$ cat config.mk
export PLATFORM = sky130hd
export DESIGN_NAME = cbst_chord_queue
export DESIGN_NICKNAME = d
export VERILOG_FILES = /design/src/rtl/cbst_pkg.sv /design/src/rtl/cbst_chord_queue.sv
export SDC_FILE = /design/constraint.sdc
export NUM_CORES = 1
export LEC_CHECK = 0
export ABC_AREA = 1
export BUFFER_PORTS_ARGS = -buffer_cell sky130_fd_sc_hd__buf_2
export CAP_MARGIN = 10
export CORE_ASPECT_RATIO = 1.75
export CORE_MARGIN = 3
export CORE_UTILIZATION = 50
export CTS_CLUSTER_SIZE = 24
export DETAILED_ROUTE_END_ITERATION = 6
export HOLD_SLACK_MARGIN = 0.06
export PLACE_DENSITY_LB_ADDON = 0.08
export SKIP_CTS_REPAIR_TIMING = 1
export SLEW_MARGIN = 25
export SYNTH_ARGS = -nofsm -noshare
export SYNTH_HDL_FRONTEND = slang
export SYNTH_SLANG_ARGS = --single-unit
export TNS_END_PERCENT = 100
$ cat constraint.sdc
create_clock -name clock -period 5.07 [get_ports clock]
set_input_delay 0 -clock clock [delete_from_list [all_inputs] [get_ports clock]]
set_output_delay 0 -clock clock [all_outputs]
set_load 0.005 [all_outputs]
$ cat src/rtl/cbst_pkg.sv
// ----------------------------------------------------------------------------
// cbst_pkg
// Shared widths, register indexes and record types of the stroke tessellator.
// ----------------------------------------------------------------------------
package cbst_pkg;

   localparam int COORD_W   = 16;
   localparam int SEG_W     = 5;
   localparam int WIDTH_W   = 12;
   localparam int COLOR_W   = 32;
   localparam int CSR_IDX_W = 2;
   localparam int WEIGHT_W  = 15;
   localparam int ACC_W     = 33;

   localparam logic [CSR_IDX_W-1:0] CSR_STROKE_WIDTH = 2'd0;
   localparam logic [CSR_IDX_W-1:0] CSR_FILL_COLOR   = 2'd1;

   localparam logic [WIDTH_W-1:0] STROKE_WIDTH_RESET = 12'd48;
   localparam logic [COLOR_W-1:0] FILL_COLOR_RESET   = 32'd0;

   localparam logic signed [17:0] COORD_MAX = 18'sd32767;
   localparam logic signed [17:0] COORD_MIN = -18'sd32768;

   typedef logic signed [COORD_W-1:0] coord_type;

   // one chord between two rounded curve points
   typedef struct packed {
      coord_type x0;
      coord_type y0;
      coord_type x1;
      coord_type y1;
      logic      draw;  // endpoints differ
      logic      tail;  // final chord of the curve
   } chord_type;

   function automatic coord_type sat_coord(input logic signed [17:0] v);
      coord_type r;
      if (v > COORD_MAX) r = 16'sh7FFF;
      else if (v < COORD_MIN) r = -16'sh8000;
      else r = v[15:0];
      return r;
   endfunction

endpackage

$ cat src/rtl/cbst_chord_queue.sv
// ----------------------------------------------------------------------------
// cbst_chord_queue
// Four-entry queue of chord records between the front and back parts.
// ----------------------------------------------------------------------------
module cbst_chord_queue import cbst_pkg::*; (
   input  logic      clock,
   input  logic      reset,
   input  logic      cq_push,
   input  chord_type cq_wdata,
   output logic      cq_full,
   input  logic      cq_pop,
   output chord_type cq_rdata,
   output logic      cq_empty
);

   chord_type  mem [4];
   logic [1:0] wr_ff;
   logic [1:0] rd_ff;
   logic [2:0] cnt_ff;

   assign cq_full  = (cnt_ff == 3'd4);
   assign cq_empty = (cnt_ff == 3'd0);
   assign cq_rdata = mem[rd_ff];

   always_ff @(posedge clock) begin
      if (cq_push && !cq_full) begin
         mem[wr_ff] <= cq_wdata;
      end
   end

   always_ff @(posedge clock) begin
      if (reset) begin
         wr_ff  <= '0;
         rd_ff  <= '0;
         cnt_ff <= '0;
      end else begin
         if (cq_push && !cq_full) wr_ff <= wr_ff + 2'd1;
         if (cq_pop && !cq_empty) rd_ff <= rd_ff + 2'd1;
         cnt_ff <= cnt_ff + 3'((cq_push && !cq_full) ? 1 : 0)
                          - 3'((cq_pop && !cq_empty) ? 1 : 0);
      end
   end

endmodule

==> run summary <==
Netlist cell types -> 23
Core Area -> 21,100 um^2
Synth area leaders -> edfxtp_1 73%, o21ai_0 5.4%, o22ai_2 4.6%
H-Tree Depth -> 1
CTS tree -> done
CP Data Required Time -> 5.07 ns
Layout cells sized above 1 -> 30.2%
Vias per cell -> 5.25
Starting DRC count in detailed routing -> 355
Final Wtd Congestion -> 0.757
Cell count of the worst hold path -> 3
Post-synthesis cell area -> 10,900 um^2
Syn avg cell area -> 15.4 um^2
M1 WL -> 8700 um
# IOs -> 138
Pleak -> 4.61 nW
Min-delay worst type -> in2reg
Ys flop type -> edfxtp_1
Die height -> 201 um
Fmax -> 0.359 GHz
First-pass GRT wire length -> 34,700 um
Hpwl dp -> 12,800 um
Setup TNS -> 0 ns
#FFs+latches synth -> 273
Register area share after synthesis -> 74.6%
Core Util, Final -> 62.9%
Initial Utilization -> 51.5%
Area grow syn2layout -> 22.2%
CTS Buffer Depth -> 3
RSZ-0062 raised after global routing -> no
DRT Pass-1 Iters -> 4
Worst setup margin -> 2.29 ns
GRT Util Overall -> 18.4%
Worst-Margin Slew -> 0.892 ns
Crit path capture type -> output port
Synth cell count leaders -> 264 x edfxtp_1, 118 x o21ai_0, 100 x nor2_1
Post-DR wirelength/cell -> 18.5 um
Most common cell in the synthesized netlist -> edfxtp_1
Clock Sinks -> 273
Highest routed layer -> met4
# rows -> 70
Routed wire length -> 22,400 um
Slew margin rel. -> 40.5%
Status -> finished, final reports clean
R2R cell count -> 5
Clock-pin slew of the registers on the worst-case setup and hold paths -> 0.06 ns
Place WS -> 2.49 ns
Met2 WL -> 12,300 um
Fin. max-slew vios -> 0
Fin. Hold Viols -> 0
Vias in the first global route -> 6,449
Largest net degree at the start of global routing -> 123
Gate count of the mapped netlist -> 707
Max cap viols -> 0
Num CTS Buffers -> 25
Filler instances -> 1,606
Post-synth EDFFs -> 264
Startpoint types -> register
Final Net Count -> 986
Skew final -> 0.00992 ns
VDD IR max -> 0.398 mV
Die area -> 23,600 um^2
Root Buffer -> clkbuf_16
Final setup vio count -> 0
Critical path class -> reg2out
Antenna Cells -> 0
Crit path arrival time -> 2.78 ns
Crit Path Max Fanout -> 95
Antenna viol nets, final -> 0
Total gr overflow -> 0
Power Dens Cells -> 462 nW/um^2
Post-synth top area cell -> edfxtp_1
I/O Buffers -> 137
Routed met3 length -> 956 um
Final period utilization -> 54.9%
Fraction of registers with async set/reset -> 0%
Synth Warn # -> 0
Vias -> 6,382
Post-layout min period -> 2.78 ns
Synth top area share -> 73.0%
DR DRC count -> 0
Initial antenna violation count -> 0
Syn Nets -> 784
Worst skew pair latency -> 0.52 ns
Die W -> 117 um
## cell type report
class	instances	area, um^2	share of cell area [%]
clock inverter	10	129	0.971
multi-input combinational	372	2420	18.2
timing repair buffer	217	1500	11.3
sequential	273	8110	61.1
inverter	20	82.6	0.622
clock buffer	35	673	5.07
tap	288	360	2.71
## flip-flops by register name (all words and copies together) (netlist names), named ones only
signal and count:
mem 264, cnt_ff 3, rd_ff 2, wr_ff 2
## per-layer routing
metal	track usage [%]	vias to the layer above
li1	-	3031
met1	20.9	3174
met2	34.6	140
met3	3.78	37
met4	5.41	0
met5	0	-
## worst paths after layout
path,slack [ns],from,end
worst max-delay path,2.29,register,cq_rdata[35]
worst min-delay path,0.22,reset,cnt_ff[1]
worst max register to register,2.55,cnt_ff[1],mem[1][60]
worst min register to register,0.48,rd_ff[0],rd_ff[0]
## worst max-delay path: stages, from the launching register on
cell and delay [ns]:
dfxtp_4 0.40, inv_8 0.54, buf_4 0.65, o21ai_0 0.20, o22ai_2 0.18, buf_2 0.15
## placed cells by master, fill, tap and decap left out, types with 7 or more instances in the layout
cell type	n
edfxtp_1	264
buf_2	137
o21ai_0	118
nor2_1	96
dlygate4sd3_1	69
nor2_4	44
o22ai_2	40
o22ai_1	26
clkbuf_16	25
inv_1	18
nand2_1	12
o21ai_1	10
clkbuf_1	9
dfxtp_1	7
buf_4	7
## cells by family after synthesis
logic type	Yosys count	share of synthesized area [%]
flip-flops	273	74.6
AND/OR/NAND/NOR	162	8.54
adder cells (fa/ha/maj)	7	0.875
AO/OA/AOI/OAI	203	12.6
buffers and inverters	62	3.42
## power by group
| group | total (mW) | internal (mW) | switching [mW] |
|---|---|---|---|
| Clock | 1.84 | 1.08 | 0.765 |
| Combinational | 1.47 | 0.542 | 0.924 |
| Sequential | 2.82 | 2.75 | 0.0719 |
| Total | 6.13 | 4.37 | 1.76 |
## through the flow
step           hold WS [ns]  instance area [um^2]  power (mW)  std cells
2_1_floorplan        0.0712                 10900        3.82        707
6_report              0.216                 13300        6.13       1215
4_1_cts              -0.354                 12500        6.16       1144
3_3_place_gp          0.189                 11700        4.28       1099
3_5_place_dp          0.194                 11700        4.31       1099
5_1_grt               0.210                 13300        6.44       1215
Note: power is estimated with default switching activity, not from simulation.
