<file path="src/rtl/cbst_pkg.sv">
// ----------------------------------------------------------------------------
// cbst_pkg
// Shared widths, register indexes and record types of the stroke tessellator.
// ----------------------------------------------------------------------------
package cbst_pkg;

   localparam int COORD_W   = 16;
   localparam int SEG_W     = 5;
   localparam int WIDTH_W   = 12;
   localparam int COLOR_W   = 32;
   localparam int CSR_IDX_W = 2;
   localparam int WEIGHT_W  = 15;
   localparam int ACC_W     = 33;

   localparam logic [CSR_IDX_W-1:0] CSR_STROKE_WIDTH = 2'd0;
   localparam logic [CSR_IDX_W-1:0] CSR_FILL_COLOR   = 2'd1;

   localparam logic [WIDTH_W-1:0] STROKE_WIDTH_RESET = 12'd48;
   localparam logic [COLOR_W-1:0] FILL_COLOR_RESET   = 32'd0;

   localparam logic signed [17:0] COORD_MAX = 18'sd32767;
   localparam logic signed [17:0] COORD_MIN = -18'sd32768;

   typedef logic signed [COORD_W-1:0] coord_type;

   // one chord between two rounded curve points
   typedef struct packed {
      coord_type x0;
      coord_type y0;
      coord_type x1;
      coord_type y1;
      logic      draw;  // endpoints differ
      logic      tail;  // final chord of the curve
   } chord_type;

   function automatic coord_type sat_coord(input logic signed [17:0] v);
      coord_type r;
      if (v > COORD_MAX) r = 16'sh7FFF;
      else if (v < COORD_MIN) r = -16'sh8000;
      else r = v[15:0];
      return r;
   endfunction

endpackage

</file>
<file path="src/rtl/cbst_front.sv">
// ----------------------------------------------------------------------------
// cbst_front
// Accepts a curve, evaluates its points one coordinate at a time and queues
// the chords, marking the final one; degenerate ones go only as the final one.
// ----------------------------------------------------------------------------
module cbst_front import cbst_pkg::*; (
   input  logic             clock,
   input  logic             reset,
   input  logic             req_push,
   output logic             req_full,
   input  coord_type        req_p0_x,
   input  coord_type        req_p0_y,
   input  coord_type        req_c1_x,
   input  coord_type        req_c1_y,
   input  coord_type        req_c2_x,
   input  coord_type        req_c2_y,
   input  coord_type        req_p3_x,
   input  coord_type        req_p3_y,
   input  logic [SEG_W-1:0] req_segments,
   output logic             cq_push,
   output chord_type        cq_wdata,
   input  logic             cq_full
);

   typedef enum logic [3:0] {
      F_IDLE, F_DEN_A, F_DEN_B, F_W_A, F_W_B, F_W_C, F_W_D, F_W_E, F_W_F,
      F_MAC, F_PREP, F_DIV, F_STORE, F_PUSH
   } state_type;

   state_type           state_ff;
   logic [SEG_W-1:0]    n_ff, i_ff;
   logic                ax_ff;
   logic [1:0]          k_ff;
   logic [3:0]          j_ff;
   coord_type           ctl_x_ff [4];
   coord_type           ctl_y_ff [4];
   logic [9:0]          sq_ff, u2_ff, i2_ff;
   logic [WEIGHT_W-1:0] den_ff;
   logic [WEIGHT_W-1:0] w_ff [4];
   logic signed [ACC_W-1:0] acc_ff;
   logic                neg_ff;
   logic [15:0]         rem_ff, dq_ff;
   coord_type           cur_x_ff, cur_y_ff, prev_x_ff, prev_y_ff;

   logic [SEG_W-1:0]    u;
   logic [14:0]         ma;
   logic [4:0]          mb;
   logic [19:0]         mp;
   logic [15:0]         mp3;
   coord_type           ctl;
   logic signed [31:0]  prod;
   logic signed [ACC_W-1:0] acc_in, mag;
   logic [32:0]         dvd;
   logic [16:0]         r2;
   logic [15:0]         dvs;
   logic                ge;
   coord_type           res;
   logic                draw, tail;

   assign u = n_ff - i_ff;

   // small multiplier for the Bernstein weights and n cubed
   always_comb begin
      unique case (state_ff)
         F_DEN_A: begin ma = {10'd0, n_ff};  mb = n_ff; end
         F_DEN_B: begin ma = {5'd0, sq_ff};  mb = n_ff; end
         F_W_A:   begin ma = {10'd0, u};     mb = u;    end
         F_W_B:   begin ma = {10'd0, i_ff};  mb = i_ff; end
         F_W_C:   begin ma = {5'd0, u2_ff};  mb = u;    end
         F_W_D:   begin ma = {5'd0, u2_ff};  mb = i_ff; end
         F_W_E:   begin ma = {5'd0, i2_ff};  mb = u;    end
         F_W_F:   begin ma = {5'd0, i2_ff};  mb = i_ff; end
         default: begin ma = '0;             mb = '0;   end
      endcase
   end

   assign mp  = ma * mb;
   assign mp3 = {mp[14:0], 1'b0} + {1'b0, mp[14:0]};

   assign ctl    = ax_ff ? ctl_y_ff[k_ff] : ctl_x_ff[k_ff];
   assign prod   = $signed({1'b0, w_ff[k_ff]}) * ctl;
   assign acc_in = ((k_ff == 2'd0) ? '0 : acc_ff) + {prod[31], prod};

   assign mag = acc_ff[ACC_W-1] ? -acc_ff : acc_ff;
   assign dvd = {mag[31:0], 1'b0} + {18'd0, den_ff};

   assign dvs = {den_ff, 1'b0};
   assign r2  = {rem_ff, dq_ff[15]};
   assign ge  = (r2 >= {1'b0, dvs});
   assign res = neg_ff ? -dq_ff : dq_ff;

   assign draw = (cur_x_ff != prev_x_ff) || (cur_y_ff != prev_y_ff);
   assign tail = (i_ff == n_ff);

   assign req_full = (state_ff != F_IDLE);
   assign cq_push  = (state_ff == F_PUSH) && (draw || tail) && !cq_full;
   assign cq_wdata = '{x0: prev_x_ff, y0: prev_y_ff, x1: cur_x_ff, y1: cur_y_ff,
                       draw: draw, tail: tail};

   always_ff @(posedge clock) begin
      if (reset) begin
         state_ff <= F_IDLE;
      end else begin
         unique case (state_ff)
            F_IDLE: begin
               if (req_push) begin
                  ctl_x_ff[0] <= req_p0_x; ctl_y_ff[0] <= req_p0_y;
                  ctl_x_ff[1] <= req_c1_x; ctl_y_ff[1] <= req_c1_y;
                  ctl_x_ff[2] <= req_c2_x; ctl_y_ff[2] <= req_c2_y;
                  ctl_x_ff[3] <= req_p3_x; ctl_y_ff[3] <= req_p3_y;
                  n_ff        <= req_segments;
                  i_ff        <= '0;
                  // no chords: the transaction yields nothing
                  if (req_segments != '0) state_ff <= F_DEN_A;
               end
            end
            F_DEN_A: begin sq_ff  <= mp[9:0];  state_ff <= F_DEN_B; end
            F_DEN_B: begin den_ff <= mp[14:0]; state_ff <= F_W_A;   end
            F_W_A:   begin u2_ff  <= mp[9:0];  state_ff <= F_W_B;   end
            F_W_B:   begin i2_ff  <= mp[9:0];  state_ff <= F_W_C;   end
            F_W_C:   begin w_ff[0] <= mp[14:0];  state_ff <= F_W_D; end
            F_W_D:   begin w_ff[1] <= mp3[14:0]; state_ff <= F_W_E; end
            F_W_E:   begin w_ff[2] <= mp3[14:0]; state_ff <= F_W_F; end
            F_W_F: begin
               w_ff[3]  <= mp[14:0];
               k_ff     <= '0;
               ax_ff    <= 1'b0;
               state_ff <= F_MAC;
            end
            F_MAC: begin
               acc_ff <= acc_in;
               k_ff   <= k_ff + 2'd1;
               if (k_ff == 2'd3) state_ff <= F_PREP;
            end
            F_PREP: begin
               // quotient below 2^16, so the top half starts as remainder
               neg_ff   <= acc_ff[ACC_W-1];
               rem_ff   <= dvd[31:16];
               dq_ff    <= dvd[15:0];
               j_ff     <= '0;
               state_ff <= F_DIV;
            end
            F_DIV: begin
               rem_ff <= ge ? 16'(r2 - {1'b0, dvs}) : r2[15:0];
               dq_ff  <= {dq_ff[14:0], ge};
               j_ff   <= j_ff + 4'd1;
               if (j_ff == 4'd15) state_ff <= F_STORE;
            end
            F_STORE: begin
               if (!ax_ff) begin
                  cur_x_ff <= res;
                  ax_ff    <= 1'b1;
                  k_ff     <= '0;
                  state_ff <= F_MAC;
               end else if (i_ff == '0) begin
                  cur_y_ff  <= res;
                  prev_x_ff <= cur_x_ff;
                  prev_y_ff <= res;
                  i_ff      <= i_ff + 5'd1;
                  state_ff  <= F_W_A;
               end else begin
                  cur_y_ff <= res;
                  state_ff <= F_PUSH;
               end
            end
            F_PUSH: begin
               if (!((draw || tail) && cq_full)) begin
                  prev_x_ff <= cur_x_ff;
                  prev_y_ff <= cur_y_ff;
                  if (tail) begin
                     state_ff <= F_IDLE;
                  end else begin
                     i_ff     <= i_ff + 5'd1;
                     state_ff <= F_W_A;
                  end
               end
            end
            default: state_ff <= F_IDLE;
         endcase
      end
   end

endmodule

</file>
<file path="config.mk">
export PLATFORM = sky130hd
export DESIGN_NAME = cbst_front
export DESIGN_NICKNAME = d
export VERILOG_FILES = /design/src/rtl/cbst_pkg.sv /design/src/rtl/cbst_front.sv
export SDC_FILE = /design/constraint.sdc
export NUM_CORES = 1
export LEC_CHECK = 0
export BUFFER_PORTS_ARGS = -buffer_cell sky130_fd_sc_hd__buf_2
export CAP_MARGIN = 20
export CORE_MARGIN = 3
export CORE_UTILIZATION = 56
export DETAILED_ROUTE_END_ITERATION = 10
export PLACE_DENSITY = 0.82
export SLEW_MARGIN = 20
export SYNTH_ARGS = -nofsm -noshare
export SYNTH_HDL_FRONTEND = slang
export SYNTH_SLANG_ARGS = --single-unit
</file>
<file path="constraint.sdc">
create_clock -name clock -period 8.8 [get_ports clock]
set_clock_uncertainty 0.05 [all_clocks]
set_input_delay 0.88 -clock clock [delete_from_list [all_inputs] [get_ports clock]]
set_output_delay 0.88 -clock clock [all_outputs]
set_load 0.005 [all_outputs]
</file>
==> results.sh <==
export IMPL_setup_repair_after_global_routing_missed_its_margin="true"
export IMPL_syn_area_per_cell_um2=10.9
export IMPL_synth_most_common_cell="sky130_fd_sc_hd__edfxtp_1"
export IMPL_reg2reg_slack_ns=0.12
export IMPL_mappedNetlistArea_um2=29900
export IMPL_first_iter_violations=1620
export IMPL_io_buffers=204
export IMPL_wl_met3_um=5610
export IMPL_cell_depth_of_the_worst_min_delay_path=1
export IMPL_via_count=21400
export IMPL_pin_count_of_the_biggest_net_entering_global_routing=94
export IMPL_post_synth_xor_area_fraction_pct=5.78
export IMPL_drv_max_cap_violation_count=0
export IMPL_netlist_cell_type_count=85
export IMPL_yosysSeqAreaShare_pct=38.6
export IMPL_register_area_um2=11500
export IMPL_layout_filler_cells=3911
export IMPL_critical_path_slowest_cell="sky130_fd_sc_hd__fa_1"
export IMPL_clk_path_buf_depth=3
export IMPL_remaining_drc_errors=0
export IMPL_fmax_ghz=0.115
export IMPL_finalCoreUtilization_pct=64.3
export IMPL_drt_first_pass_iters=8
export IMPL_finalSetupViolCount=0
export IMPL_dr_wl_met2_um=36200
export IMPL_ports=205
export IMPL_r2r_end="acc_ff[32]"
export IMPL_fin_crit_sh_pct=98.7
export IMPL_critical_path_top_delay_family="adder cells"
export IMPL_synth_flop_cell="sky130_fd_sc_hd__edfxtp_1"
export IMPL_synth_ff_latch_count=386
export IMPL_die_area_um2=56200
export IMPL_final_antenna_net_count=0
export IMPL_critPathRequiredTime_ns=9.03
export IMPL_cp_num_buf_inv=7
export IMPL_type_of_destination_of_the_critical_path="register"
export IMPL_finalHoldViolCount=0
export IMPL_muxShareOfSynthArea_pct=4.76
export IMPL_finalPower_mw=8.35
export IMPL_final_period_minus_worst_setup_slack_ns=8.68
export IMPL_layout_cell_area_non_filler_um2=33900
export IMPL_cts_tree="done"
export IMPL_clock_slew_at_reported_path_ffs_ns=0.07
export IMPL_maxSlewHeadroom_pct=15.6
export IMPL_synth_compound_area_share_pct=9.56
export IMPL_worst_skew_pair_late_latency_ns=0.56
export IMPL_cellPowerDensity_nw_per_um2=247
export IMPL_fp_coreArea_um2=52700
export IMPL_synth_top_area_cell="sky130_fd_sc_hd__edfxtp_1"
export IMPL_dp_hpwl_um=56700
export IMPL_globalRouteTotalUtil_pct=25.8
export IMPL_crit_path_start_kind="register"
export IMPL_worstSetupPathDepth=31
export IMPL_maxSlewViolCount=0
export IMPL_routed_wirelength_um=73000
export IMPL_synth_top_family_by_area="adder cells"
export IMPL_postSynth_asyncResetShare_pct=0
export IMPL_synth_cells=2733
export IMPL_vdd_ir_drop_max_uv=295
export IMPL_initial_core_util_pct=56.7
export IMPL_wire_length_of_the_first_global_routing_pass_um=115000
export IMPL_antenna_diode_count=0
export IMPL_netlist_top_cells_area="sky130_fd_sc_hd__edfxtp_1 (38%), sky130_fd_sc_hd__fa_1 (14%), sky130_fd_sc_hd__ha_1 (9.6%), sky130_fd_sc_hd__xnor2_1 (4.3%), sky130_fd_sc_hd__inv_1 (4.1%)"
export IMPL_route_top_layer_used="met5"
export IMPL_route_detailed_wl_per_inst_um=19.7
export IMPL_path_common_cell="sky130_fd_sc_hd__fa_1"
export IMPL_worstSetupEndpoint="acc_ff[32]"
export IMPL_root_buffer="sky130_fd_sc_hd__clkbuf_16"
export IMPL_die_h_um=237
export IMPL_reg2reg_depth=31
export IMPL_cell_count_post_placement=3624
export IMPL_synth_largest_type_area_fraction_pct=38.2
export IMPL_synthAdderAreaFrac_pct=23.6
export IMPL_ys_warnings_count=0
export IMPL_initial_antenna_violation_count=1
export IMPL_leakage_power_figure_nw=14.3
export IMPL_std_cell_rows=84
export IMPL_timing_critical_path_arrival_ns=8.91
export IMPL_crit_fanout=7
export IMPL_die_width_um=237
export IMPL_timing_worst_setup_path_type="reg -> reg"
export IMPL_numCtsBuffers=41
export IMPL_htree_levels=2
export IMPL_worst_setup_slack_after_placement_ns=-0.0800
export IMPL_synth_enable_flop_cells=380
export IMPL_tightestPinTransition_ns=1.26
export IMPL_setup_slack_after_layout_ns=0.118
export IMPL_finalNetCount=3572
export IMPL_first_global_vias=22300
export IMPL_cts_num_sinks=386
export IMPL_crit_path_max_incr_delay_ns=0.54
export IMPL_layout_cells_non_filler=3715
export IMPL_synth_net_count=3308
export IMPL_placed_cell_area_um2=32200
export IMPL_drt_vias_per_instance=5.76
export IMPL_global_route_overflow_total=0
export IMPL_m1WireLength_um=27900
export IMPL_syn2layout_area_growth_pct=13.3
export IMPL_place_congestion=0.950
export IMPL_yosys_area_share_simple_pct=12.4
export IMPL_outcome="complete, no violations"
export IMPL_hold_path_class="in -> reg"
export IMPL_most_used_standard_cells_in_the_synthesized_netlist="sky130_fd_sc_hd__edfxtp_1 (380), sky130_fd_sc_hd__inv_1 (328), sky130_fd_sc_hd__nand2_1 (243)"
export IMPL_multiInputGateArea_um2=17000
export IMPL_layout_drive_gt1_share_pct=17.1
[kinds of logic after synthesis]
kind of cell,Yosys count
AND/OR/NAND/NOR,771
XOR/XNOR,197
AO/OA/AOI/OAI,432
flip-flops,386
multiplexers,90
adder cells (fa/ha/maj),438
buffers and inverters,419
[report_power, final]
| part | leakage (nW) | switching [mW] | internal, mW | total [mW] |
|---|---|---|---|---|
| logic | 10.2 | 2.40 | 1.95 | 4.35 |
| registers | 3.52 | 0.0293 | 2.27 | 2.30 |
| clock network | 0.631 | 0.707 | 0.989 | 1.70 |
[registers in the layout, indices dropped and copies added, names as in the netlist, named ones only]
signal / count
acc_ff: 33
ax_ff: 1
ctl_x_ff: 64
ctl_y_ff: 64
cur_x_ff: 16
cur_y_ff: 16
den_ff: 15
dq_ff: 16
i2_ff: 10
i_ff: 5
j_ff: 4
k_ff: 2
n_ff: 5
neg_ff: 1
prev_x_ff: 16
prev_y_ff: 16
rem_ff: 16
sq_ff: 10
state_ff: 4
u2_ff: 10
w_ff: 60
[per-stage QoR]
step,hold slack [ns],setup TNS [ns]
final,0.440,0
after global routing,0.414,-0.432
after CTS,0.414,0
after detailed placement,0.438,-0.139
after global placement,0.429,0
after floorplan,0.374,0
[cells in the final DEF, fill, tap and decap left out, drive strengths merged, types with 39 or more instances in the layout]
cell type | synthesis | layout
o21ai | 90 | 90
a21oi | 114 | 114
xnor2 | 148 | 148
edfxtp | 380 | 380
nor2 | 215 | 215
xor2 | 49 | 49
buf | 12 | 312
nor2b | 82 | 82
clkbuf | 79 | 50
ha | 229 | 229
inv | 328 | 331
nand2 | 243 | 243
and2 | 42 | 42
fa | 209 | 209
a21o | 46 | 46
mux4 | 39 | 39
[metal layers]
| metal | GRT usage [%] | vias to the layer above |
|---|---|---|
| met5 | 0.346 | - |
| met4 | 10.8 | 2 |
| met3 | 5.00 | 188 |
| met2 | 44.7 | 903 |
| met1 | 31.5 | 10300 |
| li1 | - | 9997 |
[repair_timing]
| item | CTS | global route |
|---|---|---|
| setup endpoints to repair | 3 | 9 |
| gates cloned | 0 | 1 |
| resized for setup | 4 | 58 |
| hold buffers | 0 | 0 |
| pin swaps | 0 | 15 |
| buffers inserted | 0 | 17 |
[how the worst min path moves through the flow]
stage / startpoint / to / slack, ns
2_1_floorplan: acc_ff[32] / neg_ff / 0.37
3_3_place_gp: cur_x_ff[7] / prev_x_ff[7] / 0.43
3_5_place_dp: cur_x_ff[9] / prev_x_ff[9] / 0.44
4_1_cts: req_c2_y[7] / ctl_y_ff[2][7] / 0.41
5_1_grt: req_c2_x[1] / ctl_x_ff[2][1] / 0.41
6_report: req_p3_x[7] / ctl_x_ff[3][7] / 0.44
[area by class of cell]
class	instances	share of cell area [%]
clock inverter	23	0.717
sequential	386	34.1
clock buffer	50	3.16
tap	688	2.54
multi-input combinational	1928	50.3
inverter	328	3.64
timing repair buffer	312	5.61
Note: power is estimated with default switching activity, not from simulation.
